===== src/rtl/tsf_pkg.sv =====
// tsf_pkg: shared widths, constants, register codes and structs for the
// target select / follow command block. No dependencies.
`default_nettype none

package tsf_pkg;

	localparam int COORD_W    = 12;
	localparam int CLASS_W    = 8;
	localparam int DIST_W     = 16;
	localparam int THR_W      = 24;
	localparam int GAIN_W     = 16;
	localparam int MAG_W      = 15;
	localparam int CMD_W      = 16;
	localparam int MODE_W     = 2;
	localparam int AREA_W     = 2 * (COORD_W + 1);
	localparam int CFG_IDX_W  = 3;
	localparam int CFG_DATA_W = 24;

	localparam int IMAGE_WIDTH  = 640;
	localparam int VALID_MIN_MM = 50;
	localparam int VALID_MAX_MM = 5000;

	localparam int IN_DATA_W  = 72;
	localparam int OUT_DATA_W = 48;

	typedef enum logic [CFG_IDX_W-1:0] {
		REG_TARGET_CLASS   = 3'd0,
		REG_AREA_THRESHOLD = 3'd1,
		REG_ANGULAR_GAIN   = 3'd2,
		REG_LINEAR_GAIN    = 3'd3,
		REG_ANG_LIMIT      = 3'd4,
		REG_LIN_LIMIT      = 3'd5,
		REG_KEEP_MM        = 3'd6,
		REG_MODE_FLAGS     = 3'd7
	} cfg_reg_t;

	typedef struct packed {
		logic [CLASS_W-1:0] target_class;
		logic [THR_W-1:0]   area_threshold;
		logic [GAIN_W-1:0]  angular_gain;
		logic [GAIN_W-1:0]  linear_gain;
		logic [MAG_W-1:0]   ang_limit;
		logic [MAG_W-1:0]   lin_limit;
		logic [DIST_W-1:0]  keep_mm;
		logic [MODE_W-1:0]  mode_flags;
	} cfg_t;

	localparam cfg_t CFG_RESET = '{
		target_class:   8'd0,
		area_threshold: 24'd20,
		angular_gain:   16'd2560,
		linear_gain:    16'd32768,
		ang_limit:      15'd1500,
		lin_limit:      15'd100,
		keep_mm:        16'd300,
		mode_flags:     2'd1
	};

	// end-of-frame selection handed to the command stages
	typedef struct packed {
		logic               valid;
		logic               found;
		logic [COORD_W-1:0] center_x;
		logic [DIST_W-1:0]  dist_mm;
	} sel_t;

	typedef struct packed {
		logic               valid;
		logic [CMD_W-1:0]   angular;
		logic [CMD_W-1:0]   linear;
		logic               found;
		logic [COORD_W-1:0] center_x;
		logic               publish;
	} cmd_t;

endpackage

`default_nettype wire


===== src/rtl/target_select_follow_command.sv =====
// target_select_follow_command: picks the largest target-class box of a frame
// and issues one turn / speed command on the frame's last beat.
// Throughput: one beat per cycle, except while a finished command waits on a full
// output. The command reaches m_tvalid through the box differences, area multiply,
// selection, gain multiply and rounding registers, then clamp into the output register.
// Reset (arst_n low): registers to defaults, no frame open, pipeline empty.
`default_nettype none

module target_select_follow_command import tsf_pkg::*; (
	input  wire logic                  clk,
	input  wire logic                  arst_n,
	input  wire logic                  s_tvalid,
	output logic                       s_tready,
	// box_left, box_top, box_right, box_bottom, class_id, target_distance_mm
	input  wire logic [IN_DATA_W-1:0]  s_tdata,
	// detection_valid
	input  wire logic                  s_tuser,
	input  wire logic                  s_tlast,
	output logic                       m_tvalid,
	input  wire logic                  m_tready,
	// angular_rate, linear_speed, target_center_x, zero pad
	output logic [OUT_DATA_W-1:0]      m_tdata,
	// target_found, publish_command
	output logic [1:0]                 m_tuser,
	input  wire logic                  cfg_we,
	input  wire logic [CFG_IDX_W-1:0]  cfg_index,
	input  wire logic [CFG_DATA_W-1:0] cfg_data
);

	cfg_t  cfg_q;
	sel_t  sel;
	cmd_t  cmd;
	logic  en;
	logic  out_valid_q;
	cmd_t  out_q;

	always_ff @(posedge clk or negedge arst_n) begin
		if (!arst_n) begin
			cfg_q <= CFG_RESET;
		end else if (cfg_we) begin
			case (cfg_reg_t'(cfg_index))
				REG_TARGET_CLASS:   cfg_q.target_class   <= cfg_data[CLASS_W-1:0];
				REG_AREA_THRESHOLD: cfg_q.area_threshold <= cfg_data[THR_W-1:0];
				REG_ANGULAR_GAIN:   cfg_q.angular_gain   <= cfg_data[GAIN_W-1:0];
				REG_LINEAR_GAIN:    cfg_q.linear_gain    <= cfg_data[GAIN_W-1:0];
				REG_ANG_LIMIT:      cfg_q.ang_limit      <= cfg_data[MAG_W-1:0];
				REG_LIN_LIMIT:      cfg_q.lin_limit      <= cfg_data[MAG_W-1:0];
				REG_KEEP_MM:        cfg_q.keep_mm        <= cfg_data[DIST_W-1:0];
				REG_MODE_FLAGS:     cfg_q.mode_flags     <= cfg_data[MODE_W-1:0];
				default: ;
			endcase
		end
	end

	// the pipeline only holds when a finished command cannot move into a full output
	assign en       = !(out_valid_q && !m_tready && cmd.valid);
	assign s_tready = en;

	tsf_select u_select (
		.clk        (clk),
		.arst_n     (arst_n),
		.en         (en),
		.in_valid   (s_tvalid),
		.det_valid  (s_tuser),
		.box_left   (s_tdata[11:0]),
		.box_top    (s_tdata[23:12]),
		.box_right  (s_tdata[35:24]),
		.box_bottom (s_tdata[47:36]),
		.class_id   (s_tdata[55:48]),
		.dist_mm    (s_tdata[71:56]),
		.last       (s_tlast),
		.cfg        (cfg_q),
		.sel        (sel)
	);

	tsf_cmd u_cmd (
		.clk    (clk),
		.arst_n (arst_n),
		.en     (en),
		.sel    (sel),
		.cfg    (cfg_q),
		.cmd    (cmd)
	);

	always_ff @(posedge clk or negedge arst_n) begin
		if (!arst_n) begin
			out_valid_q <= 1'b0;
		end else if (en && cmd.valid) begin
			out_valid_q <= 1'b1;
		end else if (m_tready) begin
			out_valid_q <= 1'b0;
		end
	end

	always_ff @(posedge clk) begin
		if (en && cmd.valid) begin
			out_q <= cmd;
		end
	end

	assign m_tvalid = out_valid_q;
	assign m_tdata  = {4'b0, out_q.center_x, out_q.linear, out_q.angular};
	assign m_tuser  = {out_q.publish, out_q.found};

endmodule

`default_nettype wire


===== src/rtl/tsf_select.sv =====
// tsf_select: per-beat box area and running best-target selection over a frame.
// Depends on tsf_pkg.
`default_nettype none

module tsf_select import tsf_pkg::*; (
	input  wire logic               clk,
	input  wire logic               arst_n,
	input  wire logic               en,
	input  wire logic               in_valid,
	input  wire logic               det_valid,
	input  wire logic [COORD_W-1:0] box_left,
	input  wire logic [COORD_W-1:0] box_top,
	input  wire logic [COORD_W-1:0] box_right,
	input  wire logic [COORD_W-1:0] box_bottom,
	input  wire logic [CLASS_W-1:0] class_id,
	input  wire logic [DIST_W-1:0]  dist_mm,
	input  wire logic               last,
	input  wire cfg_t               cfg,
	output sel_t                    sel
);

	logic signed [COORD_W:0]   dw_c, dh_c;
	logic                      match_c;

	logic                      valid_s1, match_s1, last_s1;
	logic signed [COORD_W:0]   dw_s1, dh_s1;
	logic [COORD_W-1:0]        left_s1, right_s1;
	logic [DIST_W-1:0]         dist_s1;

	logic                      valid_s2, match_s2, last_s2;
	logic signed [AREA_W-1:0]  area_s2;
	logic [COORD_W-1:0]        left_s2, right_s2;
	logic [DIST_W-1:0]         dist_s2;

	logic signed [AREA_W-1:0]  best_area_q;
	logic [COORD_W-1:0]        best_left_q, best_right_q;
	logic                      found_q, frame_open_q;

	logic signed [AREA_W-1:0]  base_area, new_area;
	logic                      base_found, new_found, take;
	logic [COORD_W-1:0]        new_left, new_right;
	logic [COORD_W:0]          cx_sum;

	logic                      sel_valid_s3, sel_found_s3;
	logic [COORD_W-1:0]        sel_cx_s3;
	logic [DIST_W-1:0]         sel_dist_s3;

	assign dw_c    = $signed({1'b0, box_right}) - $signed({1'b0, box_left});
	assign dh_c    = $signed({1'b0, box_bottom}) - $signed({1'b0, box_top});
	assign match_c = det_valid && (class_id == cfg.target_class);

	always_ff @(posedge clk or negedge arst_n) begin
		if (!arst_n) begin
			valid_s1 <= 1'b0;
			valid_s2 <= 1'b0;
		end else if (en) begin
			valid_s1 <= in_valid;
			valid_s2 <= valid_s1;
		end
	end

	always_ff @(posedge clk) begin
		if (en) begin
			match_s1 <= match_c;
			last_s1  <= last;
			dw_s1    <= dw_c;
			dh_s1    <= dh_c;
			left_s1  <= box_left;
			right_s1 <= box_right;
			dist_s1  <= dist_mm;

			match_s2 <= match_s1;
			last_s2  <= last_s1;
			area_s2  <= dw_s1 * dh_s1;
			left_s2  <= left_s1;
			right_s2 <= right_s1;
			dist_s2  <= dist_s1;
		end
	end

	// a closed frame restarts from the threshold with no target
	always_comb begin
		base_area  = frame_open_q ? best_area_q : $signed({2'b0, cfg.area_threshold});
		base_found = frame_open_q && found_q;
		take       = match_s2 && (area_s2 > base_area);
		new_area   = take ? area_s2 : base_area;
		new_found  = base_found || take;
		new_left   = take ? left_s2 : best_left_q;
		new_right  = take ? right_s2 : best_right_q;
		cx_sum     = {1'b0, new_left} + {1'b0, new_right};
	end

	always_ff @(posedge clk or negedge arst_n) begin
		if (!arst_n) begin
			found_q      <= 1'b0;
			frame_open_q <= 1'b0;
			sel_valid_s3 <= 1'b0;
		end else if (en) begin
			sel_valid_s3 <= valid_s2 && last_s2;
			if (valid_s2) begin
				found_q      <= new_found;
				frame_open_q <= !last_s2;
			end
		end
	end

	always_ff @(posedge clk) begin
		if (en) begin
			if (valid_s2) begin
				best_area_q  <= new_area;
				best_left_q  <= new_left;
				best_right_q <= new_right;
			end
			sel_found_s3 <= new_found;
			sel_cx_s3    <= new_found ? cx_sum[COORD_W:1] : '0;
			sel_dist_s3  <= dist_s2;
		end
	end

	assign sel = {sel_valid_s3, sel_found_s3, sel_cx_s3, sel_dist_s3};

endmodule

`default_nettype wire


===== src/rtl/tsf_cmd.sv =====
// tsf_cmd: gain products, rounding and clamping of the follow command.
// Depends on tsf_pkg; fed by tsf_select.
`default_nettype none

module tsf_cmd import tsf_pkg::*; (
	input  wire logic clk,
	input  wire logic arst_n,
	input  wire logic en,
	input  wire sel_t sel,
	input  wire cfg_t cfg,
	output cmd_t      cmd
);

	localparam int ERR_W   = COORD_W + 2;
	localparam int DERR_W  = DIST_W + 1;
	localparam int APROD_W = GAIN_W + 1 + ERR_W;
	localparam int LPROD_W = GAIN_W + 1 + DERR_W;
	localparam int ARND_W  = APROD_W + 1 - 8;
	localparam int LRND_W  = LPROD_W + 1 - 16;
	localparam logic signed [ERR_W-1:0] HALF_WIDTH = ERR_W'(IMAGE_WIDTH / 2);

	logic signed [ERR_W-1:0]   err_c;
	logic signed [DERR_W-1:0]  derr_c;
	logic                      dist_ok;

	logic                      valid_s4, found_s4;
	logic [COORD_W-1:0]        cx_s4;
	logic signed [APROD_W-1:0] ang_prod_s4;
	logic signed [LPROD_W-1:0] lin_prod_s4;

	logic [APROD_W-1:0]        ang_abs;
	logic [LPROD_W-1:0]        lin_abs;
	logic [APROD_W:0]          ang_sum;
	logic [LPROD_W:0]          lin_sum;

	logic                      valid_s5, found_s5, ang_neg_s5, lin_neg_s5;
	logic [COORD_W-1:0]        cx_s5;
	logic [ARND_W-1:0]         ang_rnd_s5;
	logic [LRND_W-1:0]         lin_rnd_s5;

	logic [MAG_W-1:0]          ang_cl, lin_cl;
	logic [CMD_W-1:0]          ang_val, lin_val;

	assign dist_ok = (sel.dist_mm >= DIST_W'(VALID_MIN_MM)) &&
	                 (sel.dist_mm <= DIST_W'(VALID_MAX_MM));
	assign err_c   = HALF_WIDTH - $signed({2'b0, sel.center_x});
	assign derr_c  = dist_ok ? ($signed({1'b0, sel.dist_mm}) - $signed({1'b0, cfg.keep_mm}))
	                         : '0;

	always_ff @(posedge clk or negedge arst_n) begin
		if (!arst_n) begin
			valid_s4 <= 1'b0;
			valid_s5 <= 1'b0;
		end else if (en) begin
			valid_s4 <= sel.valid;
			valid_s5 <= valid_s4;
		end
	end

	// halves round away from zero: round the magnitude, restore sign later
	always_comb begin
		ang_abs = ang_prod_s4[APROD_W-1] ? APROD_W'(-ang_prod_s4) : APROD_W'(ang_prod_s4);
		lin_abs = lin_prod_s4[LPROD_W-1] ? LPROD_W'(-lin_prod_s4) : LPROD_W'(lin_prod_s4);
		ang_sum = {1'b0, ang_abs} + (APROD_W + 1)'(128);
		lin_sum = {1'b0, lin_abs} + (LPROD_W + 1)'(32768);
	end

	always_ff @(posedge clk) begin
		if (en) begin
			found_s4    <= sel.found;
			cx_s4       <= sel.center_x;
			ang_prod_s4 <= $signed({1'b0, cfg.angular_gain}) * err_c;
			lin_prod_s4 <= $signed({1'b0, cfg.linear_gain}) * derr_c;

			found_s5    <= found_s4;
			cx_s5       <= cx_s4;
			ang_neg_s5  <= ang_prod_s4[APROD_W-1];
			lin_neg_s5  <= lin_prod_s4[LPROD_W-1];
			ang_rnd_s5  <= ang_sum[APROD_W:8];
			lin_rnd_s5  <= lin_sum[LPROD_W:16];
		end
	end

	always_comb begin
		ang_cl  = (ang_rnd_s5 > ARND_W'(cfg.ang_limit)) ? cfg.ang_limit
		                                                : ang_rnd_s5[MAG_W-1:0];
		lin_cl  = (lin_rnd_s5 > LRND_W'(cfg.lin_limit)) ? cfg.lin_limit
		                                                : lin_rnd_s5[MAG_W-1:0];
		ang_val = ang_neg_s5 ? CMD_W'(-{1'b0, ang_cl}) : {1'b0, ang_cl};
		lin_val = lin_neg_s5 ? CMD_W'(-{1'b0, lin_cl}) : {1'b0, lin_cl};

		cmd.valid    = valid_s5;
		cmd.found    = found_s5;
		cmd.center_x = cx_s5;
		cmd.angular  = found_s5 ? ang_val : '0;
		cmd.linear   = (found_s5 && cfg.mode_flags[0]) ? lin_val : '0;
		cmd.publish  = cfg.mode_flags[1];
	end

endmodule

`default_nettype wire


===== config.mk =====
export PLATFORM = sky130hd
export DESIGN_NAME = target_select_follow_command
export DESIGN_NICKNAME = d
export VERILOG_FILES = /design/src/rtl/tsf_pkg.sv /design/src/rtl/target_select_follow_command.sv /design/src/rtl/tsf_select.sv /design/src/rtl/tsf_cmd.sv
export SDC_FILE = /design/constraint.sdc
export NUM_CORES = 2
export LEC_CHECK = 0
export BUFFER_PORTS_ARGS = -buffer_cell sky130_fd_sc_hd__clkbuf_2
export CORE_MARGIN = 10
export CORE_UTILIZATION = 70
export DETAILED_ROUTE_END_ITERATION = 8
export PLACE_DENSITY = 0.88
export REMOVE_ABC_BUFFERS = 1
export SLEW_MARGIN = 20
export SYNTH_ARGS = -nofsm -noshare
export SYNTH_HDL_FRONTEND = slang
export SYNTH_SLANG_ARGS = --single-unit

===== constraint.sdc =====
create_clock -name clk -period 24.1 [get_ports clk]
set_input_delay 1.205 -clock clk [delete_from_list [all_inputs] [get_ports clk]]
set_output_delay 1.205 -clock clk [all_outputs]
set_load 0.01 [all_outputs]

# [Word level (Yosys, flattened, before mapping)]
# Index checks and enable logic that the tools add are counted.
[classes] muxes=13 n_lt_le_gt_ge=5 multipliers=3 eq_ne=8 reduce_logical=26 add_sub_neg=11 bitwise=1
[ops] operator="two-way mux 15 bit" count=4
[ops] operator="two-way mux 26 bit" count=2
[ops] operator="adder 34 x 16 -> 35 bit, second input constant" count=1
[ops] operator="multiplier 17 x 17 -> 34 bit" count=1
[ops] operator="two-way mux 34 bit" count=1
[ops] operator="negator 34 bit" count=1
[ops] operator="adder 31 x 8 -> 32 bit, second input constant" count=1
[ops] operator="negator 15 -> 16 bit" count=2
[ops] operator="two-way mux 31 bit" count=1
[ops] operator="negator 31 bit" count=1
[ops] operator="multiplier 17 x 13 -> 30 bit" count=1
[ops] operator="greater-than comparator 26 bit" count=1
[ops] operator="multiplier 13 x 13 -> 26 bit" count=1
[ops] operator="subtractor 12 x 12 -> 13 bit" count=2
[ops] operator="greater-than comparator 24 x 15 -> 1 bit" count=1
[ops] operator="two-way mux 12 bit" count=2
[ops] operator="AND reduction 2 bit" count=11
[ops] operator="greater-than comparator 19 x 15 -> 1 bit" count=1
[ops] operator="two-way mux 17 bit" count=1
[ops] operator="subtractor 16 x 16 -> 17 bit" count=1
[ops] operator=">= comparator 16 x 6 -> 1 bit, second input constant" count=1
[ops] operator="<= comparator 16 x 13 -> 1 bit, second input constant" count=1
[ops] operator="adder 12 x 12 -> 13 bit" count=1
[ops] operator="subtractor 9 x 12 -> 13 bit, first input constant" count=1
[ops] operator="other kinds (11)" count=26
[totals] elab_cells=119 output_inout_bits=52 regBits=517 in_bits=106

# [Depth between registers and ports, before layout]
[logic_depth] word_depth=6 ltp_mapped=38 mapped_depth_nobuf=37

# [By module]
# A second synthesis with hierarchy kept.
[unflattened] hier_cells=4532 area_unflattened_um2=47957.2
[by_module_without_submodules] mod="tsf_cmd" area_per_inst_um2=25834.8 cells_per_inst=2852 instances=1 seq_area_each_um2=4103.9
[by_module_without_submodules] mod="tsf_select" area_per_inst_um2=16153.0 cells_per_inst=1378 instances=1 seq_area_each_um2=6581.3
[by_module_without_submodules] mod="target_select_follow_command" area_per_inst_um2=5969.5 cells_per_inst=302 instances=1 seq_area_each_um2=4234.1

# [Worst setup path before layout]
# Ideal clock, no wire load.
[synth_timing] kind="input to register" start="input port m_tready" end="register u_select.sel_valid_s3" setup_ns=0.490 path_stages=5 path_slack_ns=11.854 path_buffers=1 t_arrival_ns=11.757 t_required_ns=23.610 path_cell_list="nand3b_1 -> and2_1 -> clkbuf_1 -> nand2_1 -> o21ai_0"
[synth_via] elab_chain_cells=3
[synth_rtl] element="start, declared" line_no="target_select_follow_command.sv:20" rtl="input wire logic m_tready,"
[synth_rtl] element="zero test 1 bit" line_no="target_select_follow_command.sv:56" rtl="assign en = !(out_valid_q && !m_tready && cmd.valid);"
[synth_rtl] element="logical AND 1 bit (2 in series)" line_no="target_select_follow_command.sv:56"
[synth_rtl] element="end signal, assigned" line_no="tsf_select.sv:99" rtl="sel_valid_s3 <= valid_s2 && last_s2;"
[synth_rtl] element="end, declared" line_no="tsf_select.sv:44" rtl="logic sel_valid_s3, sel_found_s3;"
# No other way between the ends.
# A chain may end at the register's enable or synchronous reset.

# [Worst setup path after layout]
[layout_timing] start="register u_select.sel_dist_s3[1]" end="register u_cmd.lin_prod_s4[33], data pin"
[layout_via] elab_chain_cells=4 elab_cells_between_ends=6 classes_between="add/sub (1); mul (1); order compare (2); mux (1); reduce/logical (1)"
[layout_rtl] element="start, declared" line_no="tsf_select.sv:46" rtl="logic [DIST_W-1:0] sel_dist_s3;"
[layout_rtl] element="start signal, assigned" line_no="tsf_select.sv:116" rtl="sel_dist_s3 <= dist_s2;"
[layout_rtl] element=">= comparator 16 x 6 -> 1 bit or <= comparator 16 x 13 -> 1 bit (tied branches)" line_no="tsf_cmd.sv:44, tsf_cmd.sv:45"
[layout_rtl] element="logical AND 1 bit" line_no="tsf_cmd.sv:44" rtl="assign dist_ok = (sel.dist_mm >= DIST_W'(VALID_MIN_MM)) &&"
[layout_rtl] element="two-way mux 17 bit *" line_no="tsf_cmd.sv:47" rtl="assign derr_c = dist_ok ? ($signed({1'b0, sel.dist_mm}) - $signed({1'b0, cfg.keep_mm}))"
[layout_rtl] element="multiplier 17 x 17 -> 34 bit *" line_no="tsf_cmd.sv:73" rtl="lin_prod_s4 <= $signed({1'b0, cfg.linear_gain}) * derr_c;"
[layout_rtl] element="end signal, assigned" line_no="tsf_cmd.sv:73"
[layout_rtl] element="end, declared" line_no="tsf_cmd.sv:29" rtl="logic signed [LPROD_W-1:0] lin_prod_s4;"
# Mark *: on every way between the ends. The rest lies on a longest branch, timed or not.

==> impl_metrics.ini <==
[place]
globalplace.congestion = 0.950
io_buffers = 153
hpwl_um = 83100

[yosys]
synth_seq_area_share = 0.315
synth_top_cell_by_area = edfxtp_1
netlist_instances = 4512
syn-cell-area_um2 = 47300
async_flop_share = 0.233
synth-edff-count = 396
yosys_register_bits = 516
synth_cell_types = 71
ys_warn_count = 0
post_synth.cell_area_avg_um2 = 10.5
synth_ff_type = edfxtp_1
netlist.area_leader.share = 0.251
synth_area_leaders = edfxtp_1 (25%), fa_1 (22%), ha_1 (11%)

[worst_setup_path]
r2r-start = u_select.sel_dist_s3[1]
r2r-end = u_cmd.lin_prod_s4[33]
cp_common_cell = fa_1
max_stage_delay_ns = 0.63
required_ns = 24.44
r2r_setup_slack_ns = 14.46
crit_path_start_kind = flip-flop
ff2ff_path_depth = 35
endpoint = u_cmd.lin_prod_s4[33]
cp-end-kind = flip-flop
arrival_ns = 9.98
critPathKind = reg2reg
crit_start = u_select.sel_dist_s3[1]
crit_fanout = 33
slowest_stage = o41ai_1

[detailed_routing]
drtPass1Iterations = 6
wl_per_cell_um = 20.0
ant_nets = 0
wl_um = 110000
post-route-drc-count = 0
vias = 33200
via_per_inst = 6.01
drt_first_iter_violations = 2856

[cts]
cts_sinks = 516
cts_resized = 0
insertion_delay_ns = 0.64
cts_tree = built
postCtsHoldBufs = 0
cts_max_level = 2
cts_setup_buffers = 0
clk_path_buf_depth = 3
cts-root-buf = clkbuf_16
cts_buffers = 53
cts.clk_slew.worst_paths_ns = 0.06

[global_route]
grt_pass1_vias = 34900
grt.overflow.total = 0
antenna_found_initial = 5
grt_max_degree = 92
grt_pass1_wl_um = 180000
grtUsageTotal = 0.286

[finish]
fill_cells = 4173
drive_gt1_frac = 0.102
nNetsFinal = 5646
areaGrowthSynthToFinish_pct = 7.34
fin_util = 0.756
layout.area.seq_um2 = 14900
multi_input_area_um2 = 29100

[timing]
tightest_slew_ns = 1.17
maxSlewHeadroom = 0.217
skew_ns = 0.0491
final-hold-violation-count = 0
post-route-period-util = 0.400
rsz0062_at_grt = false
drv_slew = 0
min_period_ns = 9.64
setup_violations = 0
final.setup.tns_ns = 0
max_freq_mhz = 104

[floorplanning]
initial_core_util = 0.705
pin_count = 158
rows = 95
die-width_um = 280
die-area_um2 = 78400
fp.coreArea_um2 = 67200
die_h_um = 280

[run]
cap_violations = 0

[min_path]
worstHoldPathType = reg2reg

[run_status]
status = completed
kinds of logic after synthesis:
logic type                 Yosys count  share of synthesized area
and+or+nand+nor                   1274                      0.135
adders and majority gates          942                      0.333
buffers and inverters              908                     0.0724
DFF                                516                      0.315
AOI/OAI and AO/OA                  482                     0.0643
xor gates and xnor gates           205                     0.0379
muxes                              184                     0.0423
other                                1                  0.0000792
per-stage QoR:
step | worst slack (ns) | cells | hold slack, ns | instance area, um2
after global placement | 14.72 | 5418 | 0.400 | 48900
after floorplan | 11.95 | 4349 | 0.400 | 46700
final | 14.46 | 5519 | 0.409 | 50800
after detailed placement | 14.70 | 5418 | 0.405 | 48900
after global routing | 13.91 | 5518 | 0.418 | 50800
after CTS | 14.53 | 5518 | 0.413 | 50800
how the worst min path moves through the flow:
stage	startpoint	end	slack (ns)	cells after the start
finish	u_select.dist_s2[11]	u_select.sel_dist_s3[11]	0.41	0
global route	u_select.dist_s2[12]	u_select.sel_dist_s3[12]	0.42	0
CTS	u_select.dist_s2[11]	u_select.sel_dist_s3[11]	0.41	0
detailed placement	u_select.left_s1[10]	u_select.left_s2[10]	0.40	0
global placement	u_select.dist_s2[14]	u_select.sel_dist_s3[14]	0.40	0
floorplan	u_cmd.cx_s5[0]	m_tdata[32]	0.40	0
placed cells by master, fill, tap and decap left out, drive strengths merged, types with 9 or more instances in the layout:
cell | netlist | layout
or3 | 19 | 19
nand4b | 11 | 11
a21boi | 18 | 18
edfxtp | 396 | 396
fa | 529 | 529
or2 | 15 | 15
a21oi | 141 | 141
buf | 17 | 44
nand4 | 23 | 23
o21a | 9 | 9
nor3 | 72 | 72
and3 | 19 | 19
nand2 | 451 | 451
clkinv | 0 | 19
nor2b | 70 | 70
dfrtp | 100 | 100
a211oi | 14 | 14
nor2 | 182 | 182
clkbuf | 152 | 217
xnor2 | 148 | 148
or4 | 11 | 11
nand2b | 57 | 57
a21o | 52 | 52
and2 | 259 | 259
dfstp | 20 | 20
o21bai | 16 | 16
o31ai | 15 | 15
mux2i | 55 | 55
mux2 | 129 | 129
o21ai | 112 | 112
ha | 411 | 411
a31oi | 24 | 24
inv | 739 | 742
nor4 | 21 | 21
xor2 | 57 | 57
nand3 | 35 | 35
area by class of cell:
class	count	area share
inverters	739	0.0546
diodes	1	0.0000493
flip-flops and latches	516	0.294
clock buffers	65	0.0278
clock inverters	35	0.00884
multi-input cells	3094	0.572
well taps	873	0.0215
repair buffers	196	0.0216
synthesized netlist by cell type (9+ instances only):
master,count
inv_1,739
fa_1,529
nand2_1,451
ha_1,411
edfxtp_1,396
and2_1,259
nor2_1,182
clkbuf_1,152
xnor2_1,148
a21oi_1,141
mux2_2,129
o21ai_0,110
dfrtp_1,100
nor3_1,72
nor2b_1,70
nand2b_1,57
xor2_1,57
mux2i_1,55
a21o_1,52
nand3_1,35
a31oi_1,24
nand4_1,23
nor4_1,21
dfstp_2,20
and3_1,19
or3_1,19
a21boi_0,18
o21bai_1,16
o31ai_1,15
or2_2,15
a211oi_1,14
buf_1,11
nand4b_1,11
o21a_1,9
per-layer routing:
metal	GRT usage	up-vias	part of all wire
li1	-	14900	-
met1	0.348	16200	0.38
met2	0.484	1610	0.48
met3	0.0672	415	0.091
met4	0.122	8	0.046
met5	0	-	0.00048
flip-flops by register name (all words and copies together), names as in the netlist, 2 cells and up:
signal	flops
m_tuser	2
u_cmd.lin_rnd_s5	19
u_select.right_s1	12
u_select.best_right_q	12
u_select.sel_cx_s3	12
u_select.best_left_q	12
u_select.dist_s1	16
u_select.dist_s2	16
u_select.dh_s1	13
u_cmd.ang_rnd_s5	24
u_cmd.lin_prod_s4	34
u_cmd.ang_prod_s4	30
u_select.left_s2	12
cfg_q	112
u_cmd.cx_s5	12
u_select.left_s1	12
m_tdata	44
u_select.right_s2	12
u_cmd.cx_s4	12
u_select.sel_dist_s3	16
u_select.dw_s1	13
u_select.area_s2	26
u_select.best_area_q	26
critical path: cells and delay by family (launching register included):
family | cells | cell delay, ns
AO/OA/AOI/OAI | 16 | 3.69
adder cells (fa/ha/maj) | 8 | 3.72
buffers and inverters | 5 | 0.67
flip-flops | 1 | 0.45
AND/OR/NAND/NOR | 6 | 0.78
Power is left out: the tool's default activity adds up to more than one toggle a clock period on the data nets, which glitch-free logic cannot reach.
